===== src/rtl/hde_pkg.sv =====
`timescale 1ns / 1ps

package hde_pkg;

  localparam int WORD_WIDTH = 32;
  localparam int FRAC_BITS  = 16;

  // Multiplier operands carry one extra bit so that unsigned words and
  // signed differences share the same signed multiplier.
  localparam int OPND_WIDTH = WORD_WIDTH + 1;
  localparam int PROD_WIDTH = 2 * OPND_WIDTH;
  localparam int DIV_CNT_W  = $clog2(WORD_WIDTH);

  typedef logic [WORD_WIDTH-1:0]        word_t;
  typedef logic signed [WORD_WIDTH-1:0] sword_t;
  typedef logic signed [OPND_WIDTH-1:0] opnd_t;
  typedef logic signed [PROD_WIDTH-1:0] prod_t;

  localparam word_t GAIN_RESET = word_t'(6554);
  localparam word_t WORD_FULL  = {WORD_WIDTH{1'b1}};
  localparam word_t WORD_SMAX  = {1'b0, {(WORD_WIDTH-1){1'b1}}};
  localparam word_t WORD_SMIN  = {1'b1, {(WORD_WIDTH-1){1'b0}}};

  typedef struct packed {
    logic  sat;
    word_t value;
  } sclamp_t;

  typedef struct packed {
    logic done;
    logic ovf;
  } div_status_t;

endpackage


===== src/rtl/hde_div.sv =====
`timescale 1ns / 1ps

// Restoring divider for floor(dividend * 2^FRAC_BITS / divisor), one quotient
// bit per cycle. A quotient that would not fit in a word is detected before
// the loop starts (this also covers a zero divisor) and returns full scale.
module hde_div (
  input  logic                clk,
  input  logic                rst,
  input  logic                start,
  input  hde_pkg::word_t      dividend,
  input  hde_pkg::word_t      divisor,
  output hde_pkg::word_t      quotient,
  output hde_pkg::div_status_t status
);
  import hde_pkg::*;

  localparam int HI_BITS = WORD_WIDTH - FRAC_BITS;
  localparam logic [DIV_CNT_W-1:0] CNT_LAST = DIV_CNT_W'(WORD_WIDTH - 1);

  logic                  busy;
  logic                  done;
  logic                  ovf;
  logic [DIV_CNT_W-1:0]  cnt;
  word_t                 rem;
  word_t                 sh;
  word_t                 dvs;
  word_t                 hi_part;
  logic [WORD_WIDTH:0]   trial;
  logic [WORD_WIDTH:0]   diff;
  logic                  ge;

  assign hi_part = {{HI_BITS{1'b0}}, dividend[WORD_WIDTH-1:HI_BITS]};
  assign trial   = {rem, sh[WORD_WIDTH-1]};
  assign diff    = trial - {1'b0, dvs};
  assign ge      = (trial >= {1'b0, dvs});

  always_ff @(posedge clk) begin
    if (rst) begin
      busy <= 1'b0;
      done <= 1'b0;
    end else begin
      done <= 1'b0;
      if (start) begin
        if (hi_part >= divisor) begin
          busy <= 1'b0;
          done <= 1'b1;
        end else begin
          busy <= 1'b1;
        end
      end else if (busy) begin
        if (cnt == '0) begin
          busy <= 1'b0;
          done <= 1'b1;
        end
      end
    end
  end

  always_ff @(posedge clk) begin
    if (start) begin
      ovf <= (hi_part >= divisor);
      rem <= hi_part;
      sh  <= {dividend[HI_BITS-1:0], {FRAC_BITS{1'b0}}};
      dvs <= divisor;
      cnt <= CNT_LAST;
    end else if (busy) begin
      rem <= ge ? diff[WORD_WIDTH-1:0] : trial[WORD_WIDTH-1:0];
      sh  <= {sh[WORD_WIDTH-2:0], ge};
      cnt <= cnt - 1'b1;
    end
  end

  assign quotient    = ovf ? WORD_FULL : sh;
  assign status.done = done;
  assign status.ovf  = ovf;

endmodule


===== config.mk =====
export PLATFORM = sky130hd
export DESIGN_NAME = hde_div
export DESIGN_NICKNAME = d
export VERILOG_FILES = /design/src/rtl/hde_pkg.sv /design/src/rtl/hde_div.sv
export SDC_FILE = /design/constraint.sdc
export NUM_CORES = 1
export LEC_CHECK = 0
export BUFFER_PORTS_ARGS = -buffer_cell sky130_fd_sc_hd__buf_2
export CAP_MARGIN = 20
export CORE_ASPECT_RATIO = 1.4
export CORE_UTILIZATION = 50
export DETAILED_ROUTE_END_ITERATION = 8
export PLACE_DENSITY = 0.83
export SYNTH_ARGS = -nofsm -noshare
export SYNTH_HDL_FRONTEND = slang
export SYNTH_SLANG_ARGS = --single-unit

===== constraint.sdc =====
create_clock -name clk -period 7.65 [get_ports clk]
set_input_delay 1.53 -clock clk [delete_from_list [all_inputs] [get_ports clk]]
set_output_delay 1.53 -clock clk [all_outputs]
set_load 0.1 [all_outputs]

==> impl_metrics.toml, run 1 <==
[drt]
drt-initial-drc-count = 458
wl_met2_um = 8140
drc = 0
drt-met1-wl_um = 6390
wl_um = 15900
via_per_inst = 5.69
first_pass_iters = 7
post_drt_wl_per_cell_um = 16.2
wl_met3_um = 805
drtAntennaViolNets = 0
dr_total_vias = 5575
highest-signal-layer = "met4"

[placement]
place_area_sq_um = 7230
gp_congestion = 0.880
hpwl_um = 11500
port_buffers = 100
dp.cells = 964
pre_cts_ws_ns = 3.75

[die]
core_sq_um = 12900
ios = 101
die_h_um = 138
dieArea_sq_um = 13800
start_util_pct = 51.4
rows = 49
die_w_um = 99.5

[synth]
yosys.area.top_type = "edfxtp_1"
synth_nets = 839
synth-xor-area-share_pct = 3.82
avgSynthCellArea_sq_um = 9.21
ys.flop_type = "edfxtp_1"
ys_ff_latch = 104
synth_cell_types = 62
synth_cells = 722
synth_fa_ha_area_share_pct = 9.52
synth_compound_area_share_pct = 19.7
synth.area.mux_share_pct = 3.31
async_reset_ff_share_pct = 0
synthSimpleGateAreaFrac_pct = 16.2
synth_top_family_by_area = "compound AO/OA/AOI/OAI gates"
synth-edff-count = 65
ys_top_cells_by_area = "edfxtp_1 29%, dfxtp_1 12%, ha_1 9.2%"
synth_top_area_share_pct = 29.3
netlist_area_sq_um = 6650
yosysWarnings = 0
ys_seq_area_share_pct = 41.1

[timing]
tightest_slew_ns = 0.997
rsz0062_at_grt = "no"
timing.fmax_ghz = 0.280
postLayoutSetupSlackWorst_ns = 4.08
setup_viol = 0
tns_ns = 0
finClkSkew_ns = 0.00900
finalCritPeriodShare_pct = 46.6
period_minus_slack_ns = 3.57
slew_headroom_pct = 33.3
final_max_slew_viol_count = 0
hold_viol = 0

[pwr]
p_comb_share_pct = 27.0
p_sw_share_pct = 34.0
powerDensity_nw_per_um2 = 202
p_int_mw = 1.00
vdd_drop_max_uv = 164
p_leak_nw = 3.28
sequentialPowerShare_pct = 43.1
clockPowerShare_pct = 30.0
switching_power_mw = 0.516

[clock_network]
cts_resized = 0
clk_latency_ns = 0.35
clk_pin_slew_ns = 0.08
clock_sinks = 104
cts_setup_buffers = 0
cts_root_buffer = "clkbuf_16"
clock_path_buffers = 2
cts_tree = "yes"
h-tree-depth = 3
postCtsHoldBufs = 0
cts_made_buffers = 9

[critical_path]
worstSetupStartpointType = "input port"
worst_path_most_repeated_cell = "o21a_1"
cp_data_arrival_time_ns = 3.67
cp_cell_sequence = "buf_2 -> ha_1 -> a21o_1 -> a21o_1 -> a2111oi_0 -> o21a_1 -> o21ai_0 -> a21oi_1 -> o21a_1 -> nor2_1 -> o21a_1"
path_class = "in2reg"
crit_path_max_fanout = 2
crit_slowest_cell = "a2111oi_0"
critPathCaptureType = "register"
critPathMaxStageDelay_ns = 0.49
cp.required_ns = 7.76

[finish]
postLayoutCellArea_sq_um = 7520
area_delta_synth_final_pct = 13.0
fillerInstances = 1099
antenna_cells = 0
multiInputGateArea_sq_um = 3500
final_nets = 914
final_core_util_pct = 58.1
final_cell_count_no_fill = 980
layout-drive-gt1-share_pct = 20.2
ff_latch_area_sq_um = 2730

[global_routing]
grt_pass1_vias = 5478
grt_max_degree = 59
grt_remaining_overflow = 0
grt_pass1_wl_um = 25900
track_usage_pct = 23.6
antenna_found_initial = 0

[min_path]
hp-class = "reg2reg"

[status]
status = "finished, final reports clean"

[flow_run]
cap_violations = 0
==> flip-flops by register name (all words and copies together) (netlist names) <==
register / cells
done: 1
ovf: 1
cnt: 5
dvs: 32
rem: 32
sh: 32
busy: 1
==> cells in the final DEF, fill, tap and decap left out, types with 9 or more instances in the layout <==
master and count:
xor2_1 11, mux2i_1 22, nor2_1 49, a21o_1 17, a22o_1 15, ha_1 49, edfxtp_1 65, nand3_1 16
a21oi_1 49, nand2_1 63, buf_2 99, clkbuf_16 9, a31oi_1 13, nor3_1 14, xnor2_1 18, dfxtp_1 39
o21ai_0 32, o21a_1 14, or2_2 33, inv_1 62
==> final timing paths <==
check,startpoint,to,slack (ns),cells past startpoint
hold reg to reg,rem[23],rem[23],0.47,2
setup / recovery,dividend[21],ovf,4.08,11
hold / removal,rem[23],rem[23],0.47,2
setup reg to reg,rem[5],rem[0],4.28,11
==> metal layers <==
metal	track usage (%)	vias up
met5	0	-
met3	4.35	42
li1	-	2734
met2	41.5	190
met1	27.6	2609
met4	10.5	0
==> metrics by stage <==
| step | total power [mW] | hold WS [ns] |
|---|---|---|
| 2_1_floorplan | 0.974 | 0.440 |
| 3_3_place_gp | 1.06 | 0.453 |
| 3_5_place_dp | 1.07 | 0.461 |
| 4_1_cts | 1.52 | 0.472 |
| 5_1_grt | 1.58 | 0.506 |
| 6_report | 1.52 | 0.474 |
==> synthesized netlist by cell type, types with 11 or more instances <==
cell type	instances
edfxtp_1	65
nand2_1	63
inv_1	62
a21oi_1	49
ha_1	49
nor2_1	49
dfxtp_1	39
or2_2	33
o21ai_0	32
clkbuf_1	29
mux2i_1	22
xnor2_1	18
a21o_1	17
nand3_1	16
a22o_1	15
nor3_1	14
o21a_1	14
a31oi_1	13
xor2_1	11
==> worst max-delay path, delay by kind of cell <==
family	cells	cell delay [ns]
AOI/OAI and AO/OA	8	1.71
adders and majority gates	1	0.30
buffers and inverters	1	0.10
and+or+nand+nor	1	0.04
==> cell type report <==
type                            count  area share (%)
Multi-Input combinational cell    515            46.5
Clock inverter                      7           0.882
Inverter                           62            3.09
Sequential cell                   104            36.3
Tap cell                          178            2.96
Clock buffer                        9            3.00
Timing Repair Buffer              105            7.19
==> power by group through the flow <==
stage,registers [mW],logic (mW),clock network [mW]
global placement,0.664,0.397,0
finish,0.653,0.409,0.454
CTS,0.653,0.406,0.457
detailed placement,0.665,0.402,0
floorplan,0.658,0.316,0
global route,0.657,0.443,0.477
==> kinds of logic after synthesis <==
group | Yosys count
AOI/OAI and AO/OA | 194
xor gates and xnor gates | 29
adders and majority gates | 50
buffers and inverters | 103
DFF | 104
muxes | 22
and+or+nand+nor | 220
(Power assumes the default switching activity.)
==> inputs of run 2 (changes only) <==
==> constraint.sdc (replaced) <==
create_clock -name clk -period 3.6 [get_ports clk]
set_input_delay 0.72 -clock clk [delete_from_list [all_inputs] [get_ports clk]]
set_output_delay 0.72 -clock clk [all_outputs]
set_load 0.1 [all_outputs]
==> impl_metrics.toml, run 2 (synthesized netlist as in run 1, its figures left out) <==
[status]
status = "finished, final reports clean"

[placement]
hpwl_um = 11700
port_buffers = 100
gp_congestion = 0.946

[finish]
area_delta_synth_final_pct = 14.0
final_cell_mix = "99 x buf_2, 65 x edfxtp_1, 63 x nand2_1, 62 x inv_1"
layout-drive-gt1-share_pct = 21.0
final_core_util_pct = 58.6
antenna_cells = 0
reg_top3 = "dvs (32), rem (32), sh (32)"
final_nets = 922
final_common_cell = "buf_2"

[clock_network]
clk_latency_ns = 0.36
cts_root_buffer = "clkbuf_16"
cts_setup_buffers = 0
cts_made_buffers = 9
clock_sinks = 104
clk_pin_slew_ns = 0.08
clock_path_buffers = 2
cts_tree = "yes"
h-tree-depth = 3
postCtsHoldBufs = 0
cts_resized = 0

[global_routing]
grt_pass1_wl_um = 26200
grt_remaining_overflow = 0
grt_pass1_vias = 5672
antenna_found_initial = 0
track_usage_pct = 24.0
grt_max_degree = 46

[drt]
wl_um = 15900
drtAntennaViolNets = 0
via_per_inst = 5.73
drc = 0
post_drt_wl_per_cell_um = 16.1
dr_total_vias = 5665
first_pass_iters = 5
drt-initial-drc-count = 490

[timing]
finClkSkew_ns = 0.00898
slew_headroom_pct = 45.8
period_minus_slack_ns = 3.22
tns_ns = 0
setup_viol = 0
tightest_slew_ns = 0.813
timing.fmax_ghz = 0.310
hold_viol = 0
finalCritPeriodShare_pct = 89.5
hold_ws_ns = 0.484
rsz0062_at_grt = "no"
final_max_slew_viol_count = 0

[critical_path]
path_class = "reg2reg"
critPathMaxStageDelay_ns = 0.40
cp_data_arrival_time_ns = 3.45
cp.required_ns = 3.83
worstSetupStartpointType = "register"
critPathCaptureType = "register"
crit_slowest_cell = "edfxtp_1"
crit_path_max_fanout = 18
cp_cell_sequence = "ha_1 -> a211o_1 -> a31o_1 -> and3_4 -> a2111oi_4 -> nor2_2 -> o21ai_4 -> buf_4 -> nor2_1 -> a21oi_1 -> o21ai_1"

[pwr]
total_power_mw = 3.21
vdd_drop_max_uv = 364
powerDensity_nw_per_um2 = 423
p_leak_nw = 3.31

[min_path]
hp-class = "reg2reg"

[die]
core_sq_um = 12900
ios = 101
dieArea_sq_um = 13800
die_w_um = 99.5
die_h_um = 138
start_util_pct = 51.4
rows = 49

[flow_run]
cap_violations = 0
run 2: per-layer routing:
metal  global-route usage [%]  up-vias  routed length (um)
met5                        0        -                   0
met4                     11.0        0                 514
li1                         -     2747                   -
met2                     43.2      179                8260
met3                     3.84       37                 836
met1                     27.5     2702                6290
run 2: worst max-delay path: cells and delay by family, from the launching register on:
family                   cells  cell delay (ns)
AO/OA/AOI/OAI                6             1.58
AND/OR/NAND/NOR              3             0.42
adder cells (fa/ha/maj)      1             0.38
flip-flops                   1             0.40
buffers and inverters        1             0.31
run 2: through the flow:
step	cell area [sq um]	setup WS [ns]	std cells
finish	7580	0.376	988
detailed placement	7300	0.397	972
global route	7580	0.220	988
CTS	7580	0.407	988
floorplan	6650	0.777	722
global placement	7300	0.438	972
run 2: cell type report:
class	count	area, sq um
Sequential cell	104	2730
Multi-Input combinational cell	515	3500
Clock inverter	6	51.3
Fill cell	1111	5360
Timing Repair Buffer	113	613
Clock buffer	10	229
Tap cell	178	223
Inverter	62	233
run 2: report_power, final:
part / internal, mW / total [mW] / switching (mW)
logic: 0.298 / 0.874 / 0.576
registers: 1.35 / 1.39 / 0.0382
clock network: 0.478 / 0.944 / 0.466
total: 2.12 / 3.21 / 1.08
run 2: final timing paths:
path                            startpoint       to  slack [ns]  cells past startpoint
worst max-delay path                rem[5]  rem[25]        0.38                     11
worst min-delay path               rem[21]  rem[21]        0.48                      2
worst max register to register      rem[5]  rem[25]        0.38                     11
worst min register to register     rem[21]  rem[21]        0.48                      2
